`src/rtl/core/idc_pkg.sv`:
```
package idc_pkg;

  localparam int unsigned IDC_YEAR_W  = 14;
  localparam int unsigned IDC_MONTH_W = 4;
  localparam int unsigned IDC_DAY_W   = 5;
  localparam int unsigned IDC_COUNT_W = 22;
  localparam int unsigned IDC_Q100_W  = 8;

  localparam int unsigned IDC_QUEUE_DEPTH = 4;

  localparam logic [IDC_YEAR_W-1:0]  IDC_YEAR_MAX  = 14'd9999;
  localparam logic [IDC_MONTH_W-1:0] IDC_MONTH_MAX = 4'd12;
  localparam logic [IDC_MONTH_W-1:0] IDC_FEBRUARY  = 4'd2;
  localparam logic [IDC_DAY_W-1:0]   IDC_LEAP_FEB  = 5'd29;
  localparam logic [8:0]             IDC_DAYS_YEAR = 9'd365;
  localparam logic [6:0]             IDC_CENTURY   = 7'd100;

  // floor(v / 100) for any 14-bit v is (v * 5243) >> 19 exactly.
  localparam logic [12:0]            IDC_RECIP_100 = 13'd5243;
  localparam int unsigned            IDC_RECIP_SH  = 19;

  localparam logic [IDC_DAY_W-1:0] IDC_MONTH_LEN [12] =
    '{5'd31, 5'd28, 5'd31, 5'd30, 5'd31, 5'd30,
      5'd31, 5'd31, 5'd30, 5'd31, 5'd30, 5'd31};

  localparam logic [8:0] IDC_DAYS_BEFORE [12] =
    '{9'd0, 9'd31, 9'd59, 9'd90, 9'd120, 9'd151,
      9'd181, 9'd212, 9'd243, 9'd273, 9'd304, 9'd334};

  typedef struct packed {
    logic [IDC_YEAR_W-1:0]  year;
    logic [IDC_MONTH_W-1:0] month;
    logic [IDC_DAY_W-1:0]   day;
  } date_t;

  // What the back end needs of one date to build its ordinal.
  typedef struct packed {
    logic [IDC_YEAR_W-1:0]  prev_year;
    logic [IDC_Q100_W-1:0]  prev_q100;
    logic [IDC_MONTH_W-1:0] month;
    logic [IDC_DAY_W-1:0]   day;
    logic                   leap;
  } ord_arg_t;

  typedef struct packed {
    logic     bad;
    ord_arg_t first;
    ord_arg_t last;
  } cls_item_t;

  function automatic logic [IDC_Q100_W-1:0] idc_div100(input logic [IDC_YEAR_W-1:0] v);
    logic [26:0] prod;
    prod = 27'(v) * 27'(IDC_RECIP_100);
    return prod[26:IDC_RECIP_SH];
  endfunction

  function automatic logic [3:0] idc_month_idx(input logic [IDC_MONTH_W-1:0] m);
    logic [3:0] idx;
    idx = 4'd0;
    if (m >= 4'd1 && m <= IDC_MONTH_MAX) idx = m - 4'd1;
    return idx;
  endfunction

  function automatic logic [IDC_DAY_W-1:0] idc_month_len(input logic [IDC_MONTH_W-1:0] m,
                                                         input logic leap);
    logic [IDC_DAY_W-1:0] len;
    len = IDC_MONTH_LEN[idc_month_idx(m)];
    if (m == IDC_FEBRUARY && leap) len = IDC_LEAP_FEB;
    return len;
  endfunction

  function automatic logic [8:0] idc_days_before(input logic [IDC_MONTH_W-1:0] m);
    return IDC_DAYS_BEFORE[idc_month_idx(m)];
  endfunction

endpackage

```
`src/rtl/core/idc_if.sv`:
```
interface idc_in_if import idc_pkg::*; ();
  logic                   valid;
  logic                   ready;
  logic [IDC_YEAR_W-1:0]  start_year;
  logic [IDC_MONTH_W-1:0] start_month;
  logic [IDC_DAY_W-1:0]   start_day;
  logic [IDC_YEAR_W-1:0]  end_year;
  logic [IDC_MONTH_W-1:0] end_month;
  logic [IDC_DAY_W-1:0]   end_day;

  modport source (output valid, start_year, start_month, start_day,
                  end_year, end_month, end_day, input ready);
  modport sink   (input valid, start_year, start_month, start_day,
                  end_year, end_month, end_day, output ready);
endinterface

interface idc_out_if import idc_pkg::*; ();
  logic                   valid;
  logic                   ready;
  logic [IDC_COUNT_W-1:0] day_count;
  logic                   invalid;

  modport source (output valid, day_count, invalid, input ready);
  modport sink   (input valid, day_count, invalid, output ready);
endinterface

```
`src/rtl/core/inclusive_day_count_top.sv`:
```
// Channel  Dir  Payload                                           Handshake
// in_ch    in   start_year/month/day, end_year/month/day          valid/ready
// out_ch   out  day_count (22 bits), invalid                      valid/ready
//
// One request per cycle is sustained while out_ch.ready holds. A request passes
// an input register, a front stage for the quotients by 100 (the date checks
// follow it), the queue, and three back stages (item register, ordinal sums,
// subtraction into the output register).
// Synchronous active-low reset empties every stage and the queue.
// A stalled output fills the back stages, the queue between front and back
// absorbs the front's work, and only then does in_ch.ready fall.
module inclusive_day_count_top import idc_pkg::*; #(
  parameter int unsigned QUEUE_DEPTH = IDC_QUEUE_DEPTH
) (
  input  logic       clk,
  input  logic       rst_n,
  idc_in_if.sink     in_ch,
  idc_out_if.source  out_ch
);

  logic      push_valid;
  logic      push_ready;
  cls_item_t push_item;
  logic      pop_valid;
  logic      pop_ready;
  cls_item_t pop_item;

  idc_front u_front (
    .clk       (clk),
    .rst_n     (rst_n),
    .in_ch     (in_ch),
    .cls_valid (push_valid),
    .cls_ready (push_ready),
    .cls_item  (push_item)
  );

  idc_fifo #(
    .DEPTH (QUEUE_DEPTH)
  ) u_queue (
    .clk        (clk),
    .rst_n      (rst_n),
    .push_valid (push_valid),
    .push_ready (push_ready),
    .push_item  (push_item),
    .pop_valid  (pop_valid),
    .pop_ready  (pop_ready),
    .pop_item   (pop_item)
  );

  idc_back u_back (
    .clk       (clk),
    .rst_n     (rst_n),
    .cls_valid (pop_valid),
    .cls_ready (pop_ready),
    .cls_item  (pop_item),
    .out_ch    (out_ch)
  );

endmodule

```
`src/rtl/core/idc_front.sv`:
```
module idc_front import idc_pkg::*; (
  input  logic         clk,
  input  logic         rst_n,
  idc_in_if.sink       in_ch,
  output logic         cls_valid,
  input  logic         cls_ready,
  output cls_item_t    cls_item
);

  typedef struct packed {
    logic [IDC_YEAR_W-1:0]  year;
    logic [IDC_YEAR_W-1:0]  prev_year;
    logic [IDC_Q100_W-1:0]  q100;
    logic [IDC_Q100_W-1:0]  prev_q100;
    logic [IDC_MONTH_W-1:0] month;
    logic [IDC_DAY_W-1:0]   day;
  } split_t;

  logic   a_v_r;
  date_t  a_date_r [2];
  logic   b_v_r;
  split_t b_split_r [2];

  logic   a_take;
  logic   b_take;
  split_t b_split_nxt [2];
  logic   date_ok [2];
  logic   leap [2];

  assign b_take       = !b_v_r || cls_ready;
  assign a_take       = !a_v_r || b_take;
  assign in_ch.ready  = a_take;

  // Quotients by 100 of the year and of the year before it.
  always_comb begin
    for (int i = 0; i < 2; i++) begin
      b_split_nxt[i].year      = a_date_r[i].year;
      b_split_nxt[i].prev_year = a_date_r[i].year - 14'd1;
      b_split_nxt[i].q100      = idc_div100(a_date_r[i].year);
      b_split_nxt[i].prev_q100 = idc_div100(a_date_r[i].year - 14'd1);
      b_split_nxt[i].month     = a_date_r[i].month;
      b_split_nxt[i].day       = a_date_r[i].day;
    end
  end

  always_ff @(posedge clk) begin
    if (!rst_n) begin
      a_v_r <= 1'b0;
      b_v_r <= 1'b0;
    end else begin
      if (a_take) a_v_r <= in_ch.valid;
      if (b_take) b_v_r <= a_v_r;
    end
  end

  always_ff @(posedge clk) begin
    if (a_take && in_ch.valid) begin
      a_date_r[0] <= '{year: in_ch.start_year, month: in_ch.start_month,
                       day: in_ch.start_day};
      a_date_r[1] <= '{year: in_ch.end_year, month: in_ch.end_month,
                       day: in_ch.end_day};
    end
    if (b_take && a_v_r) begin
      b_split_r <= b_split_nxt;
    end
  end

  // Leap years: divisible by four, and not a century unless the century
  // count is itself divisible by four.
  always_comb begin
    for (int i = 0; i < 2; i++) begin
      logic [IDC_YEAR_W-1:0] rem100;
      rem100  = b_split_r[i].year -
                (14'(b_split_r[i].q100) * 14'(IDC_CENTURY));
      leap[i] = (b_split_r[i].year[1:0] == 2'd0) &&
                ((rem100 != 14'd0) || (b_split_r[i].q100[1:0] == 2'd0));
      date_ok[i] = (b_split_r[i].year >= 14'd1) && (b_split_r[i].year <= IDC_YEAR_MAX) &&
                   (b_split_r[i].month inside {[4'd1:IDC_MONTH_MAX]}) &&
                   (b_split_r[i].day >= 5'd1) &&
                   (b_split_r[i].day <= idc_month_len(b_split_r[i].month, leap[i]));
    end
  end

  assign cls_valid            = b_v_r;
  assign cls_item.bad         = !date_ok[0] || !date_ok[1];
  assign cls_item.first       = '{prev_year: b_split_r[0].prev_year,
                                  prev_q100: b_split_r[0].prev_q100,
                                  month: b_split_r[0].month,
                                  day: b_split_r[0].day, leap: leap[0]};
  assign cls_item.last        = '{prev_year: b_split_r[1].prev_year,
                                  prev_q100: b_split_r[1].prev_q100,
                                  month: b_split_r[1].month,
                                  day: b_split_r[1].day, leap: leap[1]};

endmodule

```
`src/rtl/core/idc_fifo.sv`:
```
module idc_fifo import idc_pkg::*; #(
  parameter int unsigned DEPTH = IDC_QUEUE_DEPTH
) (
  input  logic      clk,
  input  logic      rst_n,
  input  logic      push_valid,
  output logic      push_ready,
  input  cls_item_t push_item,
  output logic      pop_valid,
  input  logic      pop_ready,
  output cls_item_t pop_item
);

  localparam int unsigned PW = (DEPTH > 1) ? $clog2(DEPTH) : 1;
  localparam int unsigned CW = $clog2(DEPTH + 1);

  cls_item_t       mem_r [DEPTH];
  logic [PW-1:0]   wr_ptr_r;
  logic [PW-1:0]   rd_ptr_r;
  logic [CW-1:0]   count_r;
  logic [CW-1:0]   count_nxt;
  logic            push;
  logic            pop;

  assign push_ready = (count_r != CW'(DEPTH));
  assign pop_valid  = (count_r != '0);
  assign push       = push_valid && push_ready;
  assign pop        = pop_valid && pop_ready;
  assign pop_item   = mem_r[rd_ptr_r];

  always_comb begin
    count_nxt = count_r;
    if (push && !pop) count_nxt = count_r + 1'b1;
    if (pop && !push) count_nxt = count_r - 1'b1;
  end

  always_ff @(posedge clk) begin
    if (!rst_n) begin
      wr_ptr_r <= '0;
      rd_ptr_r <= '0;
      count_r  <= '0;
    end else begin
      count_r <= count_nxt;
      if (push) wr_ptr_r <= (wr_ptr_r == PW'(DEPTH - 1)) ? '0 : wr_ptr_r + 1'b1;
      if (pop)  rd_ptr_r <= (rd_ptr_r == PW'(DEPTH - 1)) ? '0 : rd_ptr_r + 1'b1;
    end
  end

  always_ff @(posedge clk) begin
    if (push) mem_r[wr_ptr_r] <= push_item;
  end

  a_count_bound: assert property (@(posedge clk) disable iff (!rst_n)
    count_r <= CW'(DEPTH))
    else $error("queue fill count beyond depth");

  a_push_only_grows: assert property (@(posedge clk) disable iff (!rst_n)
    (push && !pop) |=> (count_r == $past(count_r) + 1'b1))
    else $error("queue count did not grow on a lone push");

  a_pop_only_shrinks: assert property (@(posedge clk) disable iff (!rst_n)
    (pop && !push) |=> (count_r == $past(count_r) - 1'b1))
    else $error("queue count did not shrink on a lone pop");

endmodule

```
`src/rtl/core/idc_back.sv`:
```
module idc_back import idc_pkg::*; (
  input  logic      clk,
  input  logic      rst_n,
  input  logic      cls_valid,
  output logic      cls_ready,
  input  cls_item_t cls_item,
  idc_out_if.source out_ch
);

  logic                   c_v_r;
  cls_item_t              c_item_r;
  logic                   d_v_r;
  logic                   d_bad_r;
  logic [IDC_COUNT_W-1:0] d_ord_r [2];
  logic                   o_v_r;
  logic [IDC_COUNT_W-1:0] o_count_r;
  logic                   o_invalid_r;

  logic                   c_take;
  logic                   d_take;
  logic                   o_take;
  logic [IDC_COUNT_W-1:0] ord_nxt [2];
  logic [IDC_COUNT_W-1:0] count_nxt;
  logic                   invalid_nxt;

  assign o_take    = !o_v_r || out_ch.ready;
  assign d_take    = !d_v_r || o_take;
  assign c_take    = !c_v_r || d_take;
  assign cls_ready = c_take;

  // Ordinal day number, 0001-01-01 being day one. Malformed dates give
  // some value that is never used.
  function automatic logic [IDC_COUNT_W-1:0] ordinal(input ord_arg_t a);
    logic [IDC_COUNT_W-1:0] whole_years;
    logic [IDC_COUNT_W-1:0] in_year;
    whole_years = 22'(a.prev_year) * 22'(IDC_DAYS_YEAR)
                + 22'(a.prev_year[IDC_YEAR_W-1:2])
                - 22'(a.prev_q100)
                + 22'(a.prev_q100[IDC_Q100_W-1:2]);
    in_year     = 22'(idc_days_before(a.month))
                + 22'(a.leap && (a.month > IDC_FEBRUARY))
                + 22'(a.day);
    return whole_years + in_year;
  endfunction

  assign ord_nxt[0] = ordinal(c_item_r.first);
  assign ord_nxt[1] = ordinal(c_item_r.last);

  always_comb begin
    invalid_nxt = d_bad_r || (d_ord_r[1] < d_ord_r[0]);
    count_nxt   = invalid_nxt ? '0 : (d_ord_r[1] - d_ord_r[0] + 22'd1);
  end

  always_ff @(posedge clk) begin
    if (!rst_n) begin
      c_v_r <= 1'b0;
      d_v_r <= 1'b0;
      o_v_r <= 1'b0;
    end else begin
      if (c_take) c_v_r <= cls_valid;
      if (d_take) d_v_r <= c_v_r;
      if (o_take) o_v_r <= d_v_r;
    end
  end

  always_ff @(posedge clk) begin
    if (c_take && cls_valid) c_item_r <= cls_item;
    if (d_take && c_v_r) begin
      d_ord_r <= ord_nxt;
      d_bad_r <= c_item_r.bad;
    end
    if (o_take && d_v_r) begin
      o_count_r   <= count_nxt;
      o_invalid_r <= invalid_nxt;
    end
  end

  assign out_ch.valid     = o_v_r;
  assign out_ch.day_count = o_count_r;
  assign out_ch.invalid   = o_invalid_r;

  a_invalid_zero: assert property (@(posedge clk) disable iff (!rst_n)
    (o_v_r && o_invalid_r) |-> (o_count_r == '0))
    else $error("flagged request carries a non-zero count");

  a_valid_nonzero: assert property (@(posedge clk) disable iff (!rst_n)
    (o_v_r && !o_invalid_r) |-> (o_count_r != '0))
    else $error("accepted date pair produced a zero count");

endmodule

```
`src/flat_wrapper.sv`:
```
// flat-port wrapper written by rule: the top's interface ports become plain ports
module inclusive_day_count_top_flat import idc_pkg::*;
#(
  parameter int unsigned QUEUE_DEPTH = IDC_QUEUE_DEPTH
)
  (clk, rst_n, in_ch_valid, in_ch_start_year, in_ch_start_month, in_ch_start_day, in_ch_end_year, in_ch_end_month, in_ch_end_day, in_ch_ready, out_ch_valid, out_ch_day_count, out_ch_invalid, out_ch_ready);
  idc_in_if in_ch_i ();
  idc_out_if out_ch_i ();
  input  logic clk;
  input  logic rst_n;
  input wire logic [$bits(in_ch_i.valid)-1:0] in_ch_valid;
  input wire logic [$bits(in_ch_i.start_year)-1:0] in_ch_start_year;
  input wire logic [$bits(in_ch_i.start_month)-1:0] in_ch_start_month;
  input wire logic [$bits(in_ch_i.start_day)-1:0] in_ch_start_day;
  input wire logic [$bits(in_ch_i.end_year)-1:0] in_ch_end_year;
  input wire logic [$bits(in_ch_i.end_month)-1:0] in_ch_end_month;
  input wire logic [$bits(in_ch_i.end_day)-1:0] in_ch_end_day;
  output wire logic [$bits(in_ch_i.ready)-1:0] in_ch_ready;
  output wire logic [$bits(out_ch_i.valid)-1:0] out_ch_valid;
  output wire logic [$bits(out_ch_i.day_count)-1:0] out_ch_day_count;
  output wire logic [$bits(out_ch_i.invalid)-1:0] out_ch_invalid;
  input wire logic [$bits(out_ch_i.ready)-1:0] out_ch_ready;
  assign in_ch_i.valid = in_ch_valid;
  assign in_ch_i.start_year = in_ch_start_year;
  assign in_ch_i.start_month = in_ch_start_month;
  assign in_ch_i.start_day = in_ch_start_day;
  assign in_ch_i.end_year = in_ch_end_year;
  assign in_ch_i.end_month = in_ch_end_month;
  assign in_ch_i.end_day = in_ch_end_day;
  assign in_ch_ready = in_ch_i.ready;
  assign out_ch_valid = out_ch_i.valid;
  assign out_ch_day_count = out_ch_i.day_count;
  assign out_ch_invalid = out_ch_i.invalid;
  assign out_ch_i.ready = out_ch_ready;
  inclusive_day_count_top #(.QUEUE_DEPTH(QUEUE_DEPTH)) u_core (.clk(clk), .rst_n(rst_n), .in_ch(in_ch_i), .out_ch(out_ch_i));
endmodule
```
`config.mk`:
```
export PLATFORM = sky130hd
export DESIGN_NAME = inclusive_day_count_top_flat
export DESIGN_NICKNAME = d
export VERILOG_FILES = /design/src/rtl/core/idc_pkg.sv /design/src/rtl/core/idc_if.sv /design/src/rtl/core/inclusive_day_count_top.sv /design/src/rtl/core/idc_front.sv /design/src/rtl/core/idc_fifo.sv /design/src/rtl/core/idc_back.sv /design/src/flat_wrapper.sv
export SDC_FILE = /design/constraint.sdc
export NUM_CORES = 2
export LEC_CHECK = 0
export ABC_AREA = 0
export BUFFER_PORTS_ARGS = -buffer_cell sky130_fd_sc_hd__clkbuf_2
export CELL_PAD_IN_SITES_DETAIL_PLACEMENT = 1
export CELL_PAD_IN_SITES_GLOBAL_PLACEMENT = 1
export CORE_ASPECT_RATIO = 0.7
export CORE_UTILIZATION = 45
export DETAILED_ROUTE_END_ITERATION = 8
export PLACE_DENSITY = 0.82
export SLEW_MARGIN = 20
export SYNTH_ARGS = -nofsm -noshare
export SYNTH_HDL_FRONTEND = slang
export SYNTH_SLANG_ARGS = --single-unit
```
`constraint.sdc`:
```
create_clock -name clk -period 9.5 [get_ports clk]
set_input_delay 1.9 -clock clk [delete_from_list [all_inputs] [get_ports clk]]
set_output_delay 1.9 -clock clk [all_outputs]
set_load 0.02 [all_outputs]
```
==> results.sh <==
export IMPL_status="finished with violations"
export IMPL_violations="design-rule violations"
export IMPL_drt_iter0_drc=1592
export IMPL_hold_buffers=0
export IMPL_dieArea_sq_um=103000
export IMPL_ys_flop_type="edfxtp_1"
export IMPL_grt_ovfl_total=0
export IMPL_postCtsSetupBuffers=0
export IMPL_reg2regPathDepth=25
export IMPL_yosysSeqAreaShare=0.362
export IMPL_io_buffers=74
export IMPL_required_ns=9.91
export IMPL_synth_fp_nets=4911
export IMPL_cts_path_max_buffers=3
export IMPL_hold_viol=0
export IMPL_cts_root_buffer="clkbuf_16"
export IMPL_final_min_clock_period_ns=7.68
export IMPL_synth_cells=3641
export IMPL_cts_resized=0
export IMPL_fin_tns_setup_ns=0
export IMPL_num_vias=27300
export IMPL_crit_top_cell="ha_1"
export IMPL_rsz0062_at_grt="false"
export IMPL_cp_startpoint="u_core.u_front.a_date_r[0][34]$_DFFE_PP_"
export IMPL_r2r_end="u_core.u_front.cls_item[16]$_DFFE_PP_"
export IMPL_start_util=0.457
export IMPL_start_kind="flop"
export IMPL_pin_count=75
export IMPL_fillerInstances=10400
export IMPL_crit_path_max_incr_delay_ns=0.64
export IMPL_timing_final_crit_share=0.808
export IMPL_timing_rr_start="u_core.u_front.a_date_r[0][34]$_DFFE_PP_"
export IMPL_final_nets=5039
export IMPL_crit_end="u_core.u_front.cls_item[16]$_DFFE_PP_"
export IMPL_arrival_ns=8.08
export IMPL_area_growth_pct=9.06
export IMPL_gp_congestion=0.869
export IMPL_path_clk_slew_ns=0.07
export IMPL_cp_max_fo=9
export IMPL_wl_per_cell_microns=21.4
export IMPL_synth_edf_count=545
export IMPL_cts_tree="yes"
export IMPL_grt_pass1_wl_microns=175000
export IMPL_cts_sinks=557
export IMPL_reg2reg_setup_slack_ns=1.82
export IMPL_coreArea_sq_um=100000
export IMPL_ys_ff_latch=557
export IMPL_synth_cell_types=68
export IMPL_grtUsageTotal=0.218
export IMPL_syn_area_sq_um=45900
export IMPL_ys_async_sr_fraction=0
export IMPL_via_per_inst=5.30
export IMPL_fin_worst_skew_ns=0.0363
export IMPL_min_path_type="reg -> reg"
export IMPL_die_x_microns=384
export IMPL_cts_max_level=2
export IMPL_grt_max_degree=77
export IMPL_antenna_found_initial=4
export IMPL_cts_buffers=58
export IMPL_insertion_delay_ns=0.67
export IMPL_synth_warning_count=0
export IMPL_drt_first_pass_iters=7
export IMPL_relSlewSlack=0.256
export IMPL_max_freq_ghz=0.130
export IMPL_crit_slowest_cell="xnor2_1"
export IMPL_worst_pin_slew_ns=1.11
export IMPL_drtAntennaViolNets=0
export IMPL_setup_viol=0
export IMPL_drive_gt1_frac=0.0729
export IMPL_grt_pass1_vias=31000
export IMPL_drc_errors=13
export IMPL_wirelength_microns=110000
export IMPL_maxSlewViolCount=0
export IMPL_crit_path_end_kind="flop"
export IMPL_syn_avg_cell_area_sq_um=12.6
export IMPL_worstSetupPathType="reg -> reg"
export IMPL_hpwl_microns=86900
export IMPL_drv_cap=0
export IMPL_num_rows=97
export IMPL_die_h_microns=269
## layout by cell type, fill, tap and decap left out, types with 19 or more instances in the layout
cell type and count:
inv_1 870, ha_1 768, edfxtp_1 545, fa_1 452, xnor2_1 105, a21oi_1 101
nor2_1 93, nand2_1 75, clkbuf_2 74, mux4_2 65, o21ai_0 60, clkbuf_16 59
a21o_1 45, xor2_1 42, nor3_1 34, nand3_1 32, nor2b_1 24, o21a_1 19
nand2b_1 19
## cells by family (layout without fill, tap and decap cells)
group | after synthesis | count (layout) | share of synthesized area
adder cells (fa/ha/maj) | 1220 | 1220 | 0.407
buffers and inverters | 894 | 1069 | 0.0732
flip-flops | 557 | 557 | 0.362
AND/OR/NAND/NOR | 373 | 373 | 0.0407
AO/OA/AOI/OAI | 369 | 369 | 0.0537
XOR/XNOR | 148 | 148 | 0.0286
multiplexers | 80 | 80 | 0.0352
other | 0 | 2 | 0
## synth_stat cells, types with 34 or more instances
library cell,number,share of area
nor2_1,93,0.0076
o21ai_0,60,0.0065
xor2_1,42,0.0080
nand2_1,75,0.0061
mux4_2,65,0.032
a21oi_1,102,0.011
fa_1,452,0.20
a21o_1,45,0.0074
edfxtp_1,545,0.36
ha_1,768,0.21
nor3_1,34,0.0037
inv_1,870,0.071
xnor2_1,105,0.020
## sequential cells by signal, indices dropped and copies added (netlist names)
signal / count
u_core.u_queue.rd_ptr_r: 2
u_core.u_queue.count_r: 3
u_core.u_front.b_split_r: 44
u_core.u_back.c_v_r: 1
u_core.u_front.a_date_r: 46
u_core.u_back.d_v_r: 1
u_core.u_queue.mem_r: 260
u_core.u_front.cls_valid: 1
u_core.u_back.out_ch.day_count: 22
u_core.u_back.d_ord_r: 44
u_core.u_front.a_v_r: 1
u_core.u_back.c_item_r: 65
u_core.u_front.cls_item: 62
u_core.u_queue.wr_ptr_r: 2
u_core.u_back.out_ch.invalid: 1
u_core.u_back.out_ch.valid: 1
u_core.u_back.d_bad_r: 1
## routing by layer
metal	wire, microns	part of all wire	GRT usage
met5	22	0.00020	0
met4	2600	0.024	0.0555
met3	4500	0.041	0.0298
met2	52300	0.47	0.358
met1	50800	0.46	0.304
## final cells by class
cell class / count / area, sq um / area share
diodes: 2 / 5.00 / 0.000100
clock buffers: 67 / 1510 / 0.0301
clock inverters: 40 / 470 / 0.00940
inverters: 870 / 3270 / 0.0653
multi-input cells: 2190 / 26000 / 0.519
flip-flops and latches: 557 / 16600 / 0.332
well taps: 1336 / 1670 / 0.0334
repair buffers: 92 / 549 / 0.0110
## how the worst min path moves through the flow
stage | from | endpoint | slack [ns] | depth (start not counted)
after floorplan | u_core.u_back.c_item_r[64]$_DFFE_PP_ | u_core.u_back.d_bad_r$_DFFE_PP_ | 0.40 | 0
after global placement | u_core.u_front.a_date_r[0][27]$_DFFE_PP_ | u_core.u_front.cls_item[5]$_DFFE_PP_ | 0.41 | 0
after detailed placement | u_core.u_front.a_date_r[0][26]$_DFFE_PP_ | u_core.u_front.cls_item[4]$_DFFE_PP_ | 0.41 | 0
after CTS | u_core.u_front.a_date_r[0][2]$_DFFE_PP_ | u_core.u_front.cls_item[35]$_DFFE_PP_ | 0.42 | 0
after global routing | u_core.u_front.a_date_r[0][2]$_DFFE_PP_ | u_core.u_front.cls_item[35]$_DFFE_PP_ | 0.42 | 0
final | u_core.u_front.a_date_r[0][2]$_DFFE_PP_ | u_core.u_front.cls_item[35]$_DFFE_PP_ | 0.42 | 0
## critical path, delay by kind of cell (launching register included)
family | cells | cell delay [ns]
xor gates and xnor gates | 2 | 0.74
DFF | 1 | 0.60
AOI/OAI and AO/OA | 7 | 2.11
adders and majority gates | 7 | 2.77
and+or+nand+nor | 6 | 0.84
buffers and inverters | 3 | 0.36
## per-stage QoR
| stage | cell area (sq um) | utilization | setup WS, ns | instances | hold WS (ns) |
|---|---|---|---|---|---|
| after detailed placement | 48000 | 0.478 | 1.90 | 5043 | 0.408 |
| after floorplan | 45900 | - | 2.31 | 3641 | 0.400 |
| after CTS | 50000 | 0.497 | 1.80 | 5150 | 0.422 |
| after global placement | 48000 | 0.478 | 2.23 | 5043 | 0.406 |
| after global routing | 50000 | 0.498 | 1.28 | 5152 | 0.423 |
| final | 50000 | 0.498 | 1.82 | 5154 | 0.418 |
Power is left out: the tool's default activity adds up to more than one toggle a clock period on the data nets, which glitch-free logic cannot reach.
